[src/rtl/core/ksld_pkg.sv]
// shared types and constants for the keypad scan serial led display
package ksld_pkg;

    localparam int unsigned COUNT_W = 16;
    localparam int unsigned CODES_W = 64;
    localparam int unsigned CFG_IDX_W = 2;

    localparam logic [COUNT_W-1:0] PERIOD_LIMIT_RESET = 16'd120;
    localparam logic [CODES_W-1:0] KEY_CODES_RESET = 64'hDF0E_C987_B654_A321;

    // blanking counts 1..5, then wraps to zero (not blanking)
    localparam logic [2:0] BLANK_FIRST = 3'd1;
    localparam logic [2:0] BLANK_LAST = 3'd5;
    localparam logic [2:0] BLANK_OFF = 3'd0;
    localparam logic [1:0] LAST_BIT = 2'd3;

    localparam logic MODE_TICK = 1'b0;
    localparam logic MODE_COLUMN = 1'b1;

    typedef enum logic [CFG_IDX_W-1:0] {
        CFG_PERIOD_LIMIT = 2'd0,
        CFG_KEY_CODES    = 2'd1
    } cfg_index_t;

    typedef struct packed {
        logic [COUNT_W-1:0] tick_count;
        logic [1:0]         scan_row;
        logic [1:0]         last_column;
        logic [3:0]         shown_code;
        logic               showing;
        logic [1:0]         bit_position;
        logic [2:0]         blank_phase;
        logic               red_level;
        logic               green_level;
    } disp_state_t;

endpackage

[src/rtl/core/ksld_cfg.sv]
// configuration register file: period limit and key code table
module ksld_cfg (
    input  logic                              clk,
    input  logic                              rst_n,
    input  logic                              wr_en,
    input  logic [ksld_pkg::CFG_IDX_W-1:0]    wr_index,
    input  logic [ksld_pkg::CODES_W-1:0]      wr_data,
    output logic [ksld_pkg::COUNT_W-1:0]      period_limit,
    output logic [ksld_pkg::CODES_W-1:0]      key_codes
);

    logic [ksld_pkg::COUNT_W-1:0] period_limit_reg;
    logic [ksld_pkg::COUNT_W-1:0] period_limit_next;
    logic [ksld_pkg::CODES_W-1:0] key_codes_reg;
    logic [ksld_pkg::CODES_W-1:0] key_codes_next;

    always_comb
    begin
        period_limit_next = period_limit_reg;
        key_codes_next = key_codes_reg;
        if (wr_en)
        begin
            case (ksld_pkg::cfg_index_t'(wr_index))
                ksld_pkg::CFG_PERIOD_LIMIT:
                    period_limit_next = wr_data[ksld_pkg::COUNT_W-1:0];
                ksld_pkg::CFG_KEY_CODES:
                    key_codes_next = wr_data;
                default:
                    ; // unknown index, write dropped
            endcase
        end
    end

    always_ff @(posedge clk or negedge rst_n)
    begin
        if (!rst_n)
        begin
            period_limit_reg <= ksld_pkg::PERIOD_LIMIT_RESET;
            key_codes_reg <= ksld_pkg::KEY_CODES_RESET;
        end
        else
        begin
            period_limit_reg <= period_limit_next;
            key_codes_reg <= key_codes_next;
        end
    end

    assign period_limit = period_limit_reg;
    assign key_codes = key_codes_reg;

endmodule

[src/rtl/core/ksld_step.sv]
// next-state logic for one tick or column request
module ksld_step (
    input  ksld_pkg::disp_state_t            cur,
    input  logic                             mode,
    input  logic [3:0]                       column_flags,
    input  logic [ksld_pkg::COUNT_W-1:0]     period_limit,
    input  logic [ksld_pkg::CODES_W-1:0]     key_codes,
    output ksld_pkg::disp_state_t            nxt
);

    logic [ksld_pkg::COUNT_W-1:0] count_inc;
    logic [1:0]                   column;
    logic [3:0]                   nib_idx;
    logic                         red_toggled;

    always_comb
    begin
        nxt = cur;
        count_inc = cur.tick_count + 1'b1;
        red_toggled = ~cur.red_level;
        column = cur.last_column;
        case (column_flags)
            4'b0001: column = 2'd0;
            4'b0010: column = 2'd1;
            4'b0100: column = 2'd2;
            4'b1000: column = 2'd3;
            default: column = cur.last_column;
        endcase
        nib_idx = {cur.scan_row, column};

        if (mode == ksld_pkg::MODE_TICK)
        begin
            nxt.scan_row = cur.scan_row + 2'd1;
            nxt.tick_count = count_inc;
            if (count_inc > period_limit)
            begin
                nxt.tick_count = '0;
                if (cur.blank_phase != ksld_pkg::BLANK_OFF)
                begin
                    nxt.red_level = 1'b0;
                    nxt.green_level = 1'b0;
                    nxt.blank_phase = (cur.blank_phase == ksld_pkg::BLANK_LAST)
                                    ? ksld_pkg::BLANK_OFF
                                    : cur.blank_phase + 3'd1;
                end
                else
                begin
                    nxt.red_level = red_toggled;
                    // data bit follows the rising edge of the clock led
                    if (red_toggled && cur.showing)
                    begin
                        nxt.green_level = cur.shown_code[cur.bit_position];
                        if (cur.bit_position == ksld_pkg::LAST_BIT)
                        begin
                            nxt.shown_code = '0;
                            nxt.showing = 1'b0;
                            nxt.bit_position = '0;
                            nxt.blank_phase = ksld_pkg::BLANK_FIRST;
                        end
                        else
                        begin
                            nxt.bit_position = cur.bit_position + 2'd1;
                        end
                    end
                end
            end
        end
        else if (!cur.showing)
        begin
            nxt.last_column = column;
            nxt.shown_code = key_codes[{nib_idx, 2'b00} +: 4];
            nxt.showing = 1'b1;
            nxt.blank_phase = ksld_pkg::BLANK_FIRST;
        end
    end

endmodule

[src/rtl/core/keypad_scan_serial_led_display.sv]
// top level: input register, state update, result register
//
// Keypad row scanner with a two-led serial display of the captured key code.
// Input channel (in_valid/in_ready): mode 0 is a timer tick that steps the
// row scan and the period divider, mode 1 is a column request carrying the
// one-hot column_flags. Every request gives exactly one result on the output
// channel (out_valid/out_ready): the row now driven and both led levels.
// Configuration channel (cfg_valid/cfg_ready, always ready): index 0 sets
// period_limit (low 16 bits of cfg_data), index 1 sets the 64-bit key code
// table; other indexes are ignored. Write only while no request is in flight.
// Each request waits in the input register, then the state update loads the
// result register.
// Throughput is one request per cycle while the receiver takes the results.
// When the receiver stalls, the result register holds and the input register
// fills; in_ready drops only when both are occupied.
// Reset clears all display state, loads period_limit 120 and the default key
// table, and empties both stages.
module keypad_scan_serial_led_display (
    input  logic                              clk,
    input  logic                              rst_n,
    input  logic                              in_valid,
    output logic                              in_ready,
    input  logic                              mode,
    input  logic [3:0]                        column_flags,
    output logic                              out_valid,
    input  logic                              out_ready,
    output logic [1:0]                        row_drive,
    output logic                              red_led,
    output logic                              data_led,
    input  logic                              cfg_valid,
    output logic                              cfg_ready,
    input  logic [ksld_pkg::CFG_IDX_W-1:0]    cfg_index,
    input  logic [ksld_pkg::CODES_W-1:0]      cfg_data
);

    logic                            s1_valid_reg;
    logic                            s1_mode_reg;
    logic [3:0]                      s1_flags_reg;
    logic                            out_valid_reg;
    logic [1:0]                      row_drive_reg;
    logic                            red_led_reg;
    logic                            data_led_reg;
    ksld_pkg::disp_state_t           state_reg;
    ksld_pkg::disp_state_t           state_next;
    logic [ksld_pkg::COUNT_W-1:0]    period_limit;
    logic [ksld_pkg::CODES_W-1:0]    key_codes;
    logic                            advance;

    assign cfg_ready = 1'b1;
    assign advance = s1_valid_reg && (!out_valid_reg || out_ready);
    assign in_ready = !s1_valid_reg || advance;

    ksld_cfg u_cfg (
        .clk          (clk),
        .rst_n        (rst_n),
        .wr_en        (cfg_valid && cfg_ready),
        .wr_index     (cfg_index),
        .wr_data      (cfg_data),
        .period_limit (period_limit),
        .key_codes    (key_codes)
    );

    ksld_step u_step (
        .cur          (state_reg),
        .mode         (s1_mode_reg),
        .column_flags (s1_flags_reg),
        .period_limit (period_limit),
        .key_codes    (key_codes),
        .nxt          (state_next)
    );

    always_ff @(posedge clk or negedge rst_n)
    begin
        if (!rst_n)
        begin
            s1_valid_reg <= 1'b0;
        end
        else if (in_ready)
        begin
            s1_valid_reg <= in_valid;
        end
    end

    always_ff @(posedge clk)
    begin
        if (in_valid && in_ready)
        begin
            s1_mode_reg <= mode;
            s1_flags_reg <= column_flags;
        end
    end

    always_ff @(posedge clk or negedge rst_n)
    begin
        if (!rst_n)
        begin
            state_reg <= '0;
            out_valid_reg <= 1'b0;
            row_drive_reg <= '0;
            red_led_reg <= 1'b0;
            data_led_reg <= 1'b0;
        end
        else if (advance)
        begin
            state_reg <= state_next;
            out_valid_reg <= 1'b1;
            row_drive_reg <= state_next.scan_row;
            red_led_reg <= state_next.red_level;
            data_led_reg <= state_next.green_level;
        end
        else if (out_ready)
        begin
            out_valid_reg <= 1'b0;
        end
    end

    assign out_valid = out_valid_reg;
    assign row_drive = row_drive_reg;
    assign red_led = red_led_reg;
    assign data_led = data_led_reg;

    // result register always mirrors the committed state
    assert property (@(posedge clk) disable iff (!rst_n)
        row_drive_reg == state_reg.scan_row && red_led_reg == state_reg.red_level
        && data_led_reg == state_reg.green_level)
        else $error("result register out of step with state");

    // idle display carries no leftover code or bit position
    assert property (@(posedge clk) disable iff (!rst_n)
        !state_reg.showing |-> state_reg.bit_position == 2'd0
        && state_reg.shown_code == 4'd0)
        else $error("idle display holds stale code");

    assert property (@(posedge clk) disable iff (!rst_n)
        state_reg.blank_phase <= ksld_pkg::BLANK_LAST)
        else $error("blank phase out of range");

    // a tick always steps the row scan
    assert property (@(posedge clk) disable iff (!rst_n)
        advance && s1_mode_reg == ksld_pkg::MODE_TICK
        |=> state_reg.scan_row == $past(state_reg.scan_row) + 2'd1)
        else $error("tick did not step row scan");

    // a stalled result never gets overwritten
    assert property (@(posedge clk) disable iff (!rst_n)
        out_valid_reg && !out_ready |-> !advance)
        else $error("result overwritten while stalled");

endmodule

[config.mk]
export PLATFORM = sky130hd
export DESIGN_NAME = keypad_scan_serial_led_display
export DESIGN_NICKNAME = d
export VERILOG_FILES = /design/src/rtl/core/ksld_pkg.sv /design/src/rtl/core/ksld_cfg.sv /design/src/rtl/core/ksld_step.sv /design/src/rtl/core/keypad_scan_serial_led_display.sv
export SDC_FILE = /design/constraint.sdc
export NUM_CORES = 1
export LEC_CHECK = 0
export BUFFER_PORTS_ARGS = -buffer_cell sky130_fd_sc_hd__buf_2
export CAP_MARGIN = 10
export CORE_ASPECT_RATIO = 0.7
export CORE_MARGIN = 2
export CORE_UTILIZATION = 35
export CTS_BUF_LIST = sky130_fd_sc_hd__clkbuf_2 sky130_fd_sc_hd__clkbuf_4 sky130_fd_sc_hd__clkbuf_8
export DETAILED_ROUTE_END_ITERATION = 8
export REMOVE_ABC_BUFFERS = 1
export SLEW_MARGIN = 10
export SYNTH_ARGS = -nofsm -noshare
export SYNTH_HDL_FRONTEND = slang
export SYNTH_HIERARCHICAL = 1
export SYNTH_SLANG_ARGS = --single-unit
[constraint.sdc]
create_clock -name clk -period 5.3 [get_ports clk]
set_input_delay 0.795 -clock clk [delete_from_list [all_inputs] [get_ports clk]]
set_output_delay 0.795 -clock clk [all_outputs]
set_load 0.02 [all_outputs]
==> results of run 1 <==
==> layout by cell type, fill, tap and decap left out, drive strengths merged, types with 5 or more instances in the layout <==
master  Yosys  layout
clkbuf     14      22
nand2b      5       5
o31ai       9       9
nor4        8       8
buf        23      90
o211ai     11      11
nand3b      5       5
dfrtp      78      78
mux2      116     116
and2       11      11
nand4      15      15
a31oi       5       5
o21ai      14      14
a22o        7       7
nand2      30      30
a21oi       7       7
a211oi      5       5
a21o       12      12
nor2b       6       6
dfstp      36      36
a221oi      6       6
ha         18      18
xnor2      13      13
nand3       9       9
nor2       22      22
inv        26      26
edfxtp      5       5
==> critical path, delay by kind of cell (launching register included) <==
| family | cells | cell delay (ps) |
|---|---|---|
| flops | 1 | 430 |
| compound gates | 2 | 920 |
| simple gates | 6 | 1420 |
| xor+xnor | 1 | 160 |
| fa+ha+maj | 2 | 610 |
| mux | 2 | 600 |
==> layout make-up <==
cell class	instances	area (um^2)
fill	1896	11900
multi-input combinational	394	3700
clock inverter	8	75.1
clock buffer	22	297
timing repair buffer	90	475
sequential	119	3050
tap	270	338
inverter	26	97.6
==> metrics by stage <==
step / hold slack (ps) / power [mW]
2_1_floorplan: 473 / 1.90
5_1_grt: 133 / 3.14
3_5_place_dp: 500 / 2.19
6_report: 149 / 2.97
3_3_place_gp: 493 / 2.16
4_1_cts: 129 / 2.99
==> logic make-up after synthesis <==
family | after synthesis | share of synthesized area, %
mux | 123 | 24.7
other cells | 1 | 0.0522
xor+xnor | 17 | 2.07
simple gates | 132 | 10.7
flops | 119 | 42.4
fa+ha+maj | 18 | 3.13
buf+inv | 63 | 6.09
compound gates | 103 | 10.9
==> report_power, final <==
group	switching, mW	internal [mW]
logic	0.425	0.466
clock network	0.375	0.417
registers	0.169	1.12
==> final timing paths <==
| path | startpoint | to | slack, ps |
|---|---|---|---|
| setup reg to reg | state_reg[16] | state_reg[6] | 1030 |
| setup / recovery | state_reg[16] | state_reg[6] | 1030 |
| max in group asynchronous | rst_n | state_reg[27] | 4250 |
| hold reg to reg | u_cfg/period_limit[8] | u_cfg/period_limit[8] | 510 |
| min in group clk | u_cfg/period_limit[8] | u_cfg/period_limit[8] | 510 |
| hold / removal | rst_n | u_cfg/key_codes[17] | 150 |
==> routing by layer <==
metal,vias to the layer above,track usage (%),share of wire [%]
li1,2268,-,-
met4,0,5.89,1.8
met2,151,23.2,41
met1,2450,23.4,50
met5,-,0,0
met3,17,4.61,6.3
==> impl_metrics.ini, run 1 <==
[die]
top_level_ports = 83
die_x_um = 175
die_h_um = 124
placementRows = 43
start_util_pct = 36.0
design.core.area_mm2 = 0.0200
dieArea_mm2 = 0.0217

[route]
finalWirelength_um = 16900
drc = 0
drt_pre_antenna_iters = 5
antenna_left = 0
vias = 4886
wl_per_cell_um = 18.2
viasPerCell = 5.26
drt_iter0_markers = 340

[synthesis]
yosys_warnings = 6
syn_area_mm2 = 0.00719
synth_seq_cells = 119
synth_common_cells = mux2_4 (90), dfrtp_1 (78), dfstp_2 (36), nand2_1 (29)
synth_largest_area_cell = dfrtp_1
synth.distinct_cells = 71
seq_area_frac_synth_pct = 42.4
synth_most_common_cell = mux2_4
synthTopCellsByArea = dfrtp_1 (27%), mux2_4 (19%), dfstp_2 (13%), mux2_2 (4.1%), ha_1 (3.1%)
async_flop_share_pct = 95.8
synthCells = 576
synth_area_per_cell_um2 = 12.5
synth_edf_count = 5
synthDominantCellAreaShare_pct = 27.1
synth_ff_type = dfrtp_1

[cells_and_area]
instances_no_fill = 929
final_area_mm2 = 0.00803
fin_nets = 742
antenna_cells = 0
drive_above_1_share_pct = 43.7
largest_reg_flops = 64
fin_util_pct = 40.2
area_growth_pct = 11.7

[cts]
cts_setup_buffers = 0
cts_resized = 0
hold_buffers = 0
clock_sinks = 119
htree_levels = 4
cts_tree = built
clkLatencyLatePin_ps = 460
cts_buffer_depth = 2
clk_pin_slew_ps = 70
cts-buffers-inserted = 17
root_buffer = clkbuf_8

[worst_setup_path]
cp-start-kind = flop
r2r_cells = 13
critPathArrivalTime_ps = 4610
slowest_delay_ps = 800
cp.required_ps = 5630
path_cells = ha_1 > nand3_4 > or3b_1 > nor2_1 > xnor2_1 > ha_1 > nand4_1 > or2_1 > o311ai_1 > o31ai_2 > or3_1 > mux2_2 > mux2_4
slowest_stage = o31ai_2
crit_type = flop to flop
end_kind = flop
critical_path.max_fanout = 14
worst_path_most_repeated_cell = ha_1

[sta]
hold_violations = 0
clock-skew-final_ps = 13.2
setup-violations-final = 0
setup_ws_ps = 1030
maxSlewViolCount = 0
rsz0062_at_grt = false
min_period_over_period_pct = 80.7
setup_tns_ps = 0
max-slew-margin-rel_pct = 36.3
fmax_ghz = 0.234
worst_pin_slew_ps = 954
post-route-min-period_ps = 4270

[pwr]
p_per_area_mw_per_mm2 = 370
ir_drop_v = 0.000165
leakage_nw = 3.76

[place]
dpl_cell_area_mm2 = 0.00766
finalWeightedCongestion = 0.846
io_buffers = 81
hpwl_um = 12200
pre_cts_slack_ps = 1030
dp_cells = 899

[run]
maxCapViolations = 0

[hold_path]
hold_class = input port to asynchronous set/reset pin

[global_route]
grt_pass1_vias = 4922
grt_max_degree = 55
grt_pass1_wl_um = 26800
antenna_found_initial = 0
grt-ovfl-total = 0
track_usage_pct = 16.2

[outcome]
status = complete, no violations
No activity file was read; power rests on OpenSTA's default activity.
==> inputs of run 2 (changes only) <==
--- a/config.mk
+++ b/config.mk
@@ -5,6 +5,7 @@
 export SDC_FILE = /design/constraint.sdc
 export NUM_CORES = 1
 export LEC_CHECK = 0
+export ABC_AREA = 1
 export BUFFER_PORTS_ARGS = -buffer_cell sky130_fd_sc_hd__buf_2
 export CAP_MARGIN = 10
 export CORE_ASPECT_RATIO = 0.7
==> constraint.sdc (replaced) <==
create_clock -name clk -period 3.9 [get_ports clk]
set_input_delay 0.585 -clock clk [delete_from_list [all_inputs] [get_ports clk]]
set_output_delay 0.585 -clock clk [all_outputs]
set_load 0.02 [all_outputs]
==> run 2 against run 1 <==
Net effect:
- area after synthesis increased by 2.3%
- sequential share of layout area shrank 0.17 points
- clock power up 50%
- first-iteration DRC count increased by 85%
- via count rose by 33%
- final cell count increased by 41%
- final area up 0.45%
- utilization shrank 1.3 points
- critical endpoint is now state_reg[30]
- largest cell class unchanged
==> impl_metrics.ini, run 2 <==
[outcome]
status = complete, no violations

[worst_setup_path]
cp-start-kind = flop
path_delay_family = simple AND/OR/NAND/NOR gates
cp_num_buf_inv = 1
worst_path_most_repeated_cell = nand2_1
rrSetupSlack_ps = 470
slowest_delay_ps = 460
slowest_stage = dfrtp_1
timing.rr.start = state_reg[16]
crit_end = state_reg[30]
critPathLaunch = state_reg[16]
path_cells = ha_1 > nand2_1 > nor3_2 > nand4_1 > nor2_1 > xor2_1 > inv_1 > ha_1 > nand4_1 > nor2_1 > nand3_1 > nand2_1 > nand2_2 > o22ai_1 > nand3_1 > nand2_1
cp_num_cells = 16
critPathArrivalTime_ps = 3800
cp.required_ps = 4270
end_kind = flop
critical_path.max_fanout = 11
crit_type = flop to flop
r2r_cells = 16
timing.rr.end = state_reg[30]

[die]
top_level_ports = 83
die_h_um = 125
start_util_pct = 35.5
dieArea_mm2 = 0.0222
placementRows = 44
design.core.area_mm2 = 0.0207
die_x_um = 177

[run]
maxCapViolations = 0

[synthesis]
synth_xor_area_share_pct = 1.67
seq_area_frac_synth_pct = 41.4
synth_ff_type = dfrtp_1
synthTopCellsByArea = dfrtp_1 (27%), nand2_1 (18%), dfstp_2 (13%), nand3_1 (9.6%), nand4_1 (5.7%)
syn_area_mm2 = 0.00736
synth_largest_area_cell = dfrtp_1
synthCells = 975
yosys_warnings = 6
synth_compound_area_share_pct = 3.04
synth_seq_cells = 119
synth_fa_ha_area_share_pct = 3.06
synth_common_cells = nand2_1 (361), nand3_1 (141), inv_1 (97), dfrtp_1 (78), nand4_1 (67)
synthDominantCellAreaShare_pct = 26.5
synth_mux_area_share_pct = 0
synth_edf_count = 5
async_flop_share_pct = 95.8
synth.distinct_cells = 39
synth_most_common_cell = nand2_1
synth_top_family_by_area = simple AND/OR/NAND/NOR gates
synth_simple_gate_area_share_pct = 38.0
synth_area_per_cell_um2 = 7.55

[global_route]
grt_pass1_wl_um = 30800
track_usage_pct = 17.4
grt_max_degree = 68
grt-ovfl-total = 0
antenna_found_initial = 0
grt_pass1_vias = 6004

[pwr]
power.switching_mw = 1.52
combPwrFrac_pct = 30.8
p_per_area_mw_per_mm2 = 515
p_int_mw = 2.64
p_clk_share_pct = 28.7
ir_drop_v = 0.000199
p_sw_share_pct = 36.6
power_frac_seq_pct = 40.5
leakage_nw = 4.29

[hold_path]
hold_class = input port to asynchronous set/reset pin

[cells_and_area]
drive_above_1_share_pct = 17.7
largest_reg_flops = 64
fin_nets = 1118
antenna_cells = 0
final_common_cell = nand2_1
fin_util_pct = 39.0
area_growth_pct = 9.69
final_cell_mix = nand2_1 (360), nand3_1 (141), inv_1 (96)

[route]
drc = 0
vias = 6490
drt_iter0_markers = 629
drt_pre_antenna_iters = 7
wl_per_cell_um = 14.2
finalWirelength_um = 18700
antenna_left = 0
viasPerCell = 4.94

[cts]
clkLatencyLatePin_ps = 440
cts_tree = built
htree_levels = 4
root_buffer = clkbuf_8
cts-buffers-inserted = 17
cts_buffer_depth = 2
clock_sinks = 119
clk_pin_slew_ps = 70
cts_setup_buffers = 0

[sta]
setup_tns_ps = 0
post-route-min-period_ps = 3430
min_period_over_period_pct = 87.8
setup-violations-final = 0
max-slew-margin-rel_pct = 50.2
rsz0062_at_grt = false
clock-skew-final_ps = 14.0
hold_violations = 0
worst_pin_slew_ps = 747
fmax_ghz = 0.292
maxSlewViolCount = 0

[place]
hpwl_um = 12700
finalWeightedCongestion = 0.877
io_buffers = 81
[run 2: changes by cell type after synthesis, sizes merged, moves of 9 or more]
cell,before,now
a21o,12,1
and2,11,0
buf,23,51
inv,26,102
mux2,116,0
nand2,30,366
nand3,9,146
nand4,15,68
o211ai,11,0
o22ai,0,9
o31ai,9,0
xnor2,13,1
xor2,4,13
[run 2: per-stage QoR]
stage	hold slack, ps	cells	area [um^2]	worst slack, ps	total power [mW]
after floorplan	289	914	6810	918	2.53
after CTS	171	1313	8070	391	4.18
final	166	1313	8070	474	4.16
after global routing	181	1313	8070	78.4	4.47
after global placement	447	1281	7650	551	2.95
after detailed placement	453	1281	7650	407	2.97
[run 2: layout make-up]
type / instances / area, um^2
Fill cell: 2237 / 12600
Multi-Input combinational cell: 692 / 3370
Sequential cell: 119 / 3050
Timing Repair Buffer: 91 / 495
Inverter: 103 / 387
Clock buffer: 29 / 355
Tap cell: 276 / 345
Clock inverter: 3 / 65.1
[run 2: routing by layer]
layer,GRT usage (%),wire length [um]
met4,4.48,110
met2,22.6,7260
met1,27.6,10100
met3,4.71,1220
met5,0,0
[run 2: cells by family (layout without fill, tap and decap cells)]
logic type                 count (synthesis)  count (layout)
and+or+nand+nor                          619             619
buffers and inverters                    164             226
DFF                                      119             119
AOI/OAI and AO/OA                         40              40
adders and majority gates                 18              18
xor gates and xnor gates                  14              14
other                                      1               1
[run 2: how the worst min path moves through the flow]
stage                                   start                  end  slack, ps  depth (start not counted)
after floorplan                         rst_n             data_led        290                          0
after global placement    u_cfg/key_codes[14]  u_cfg/key_codes[14]        450                          2
after detailed placement  u_cfg/key_codes[29]  u_cfg/key_codes[29]        450                          2
after CTS                               rst_n            out_valid        170                          1
after global routing                    rst_n  u_cfg/key_codes[53]        180                          1
final                                   rst_n  u_cfg/key_codes[53]        170                          1
[run 2: worst reg2reg max path, cell delays in order (launching register included)]
cell,delay (ps)
dfrtp_1,460
ha_1,220
nand2_1,90
nor3_2,250
nand4_1,190
nor2_1,180
xor2_1,210
inv_1,70
ha_1,290
nand4_1,120
nor2_1,150
nand3_1,180
nand2_1,310
nand2_2,260
o22ai_1,180
nand3_1,100
nand2_1,100
[run 2: repair_timing]
item	CTS	global route
endpoints found under the setup margin	0	10
hold buffers	0	0
hold endpoints to repair	0	0
resized for setup	0	1
[run 2: power by group through the flow]
stage	combinational, mW	sequential, mW	clock, mW
detailed placement	1.27	1.70	0
CTS	1.28	1.68	1.22
finish	1.28	1.68	1.19
global placement	1.25	1.70	0
floorplan	0.850	1.68	0
global route	1.47	1.72	1.28
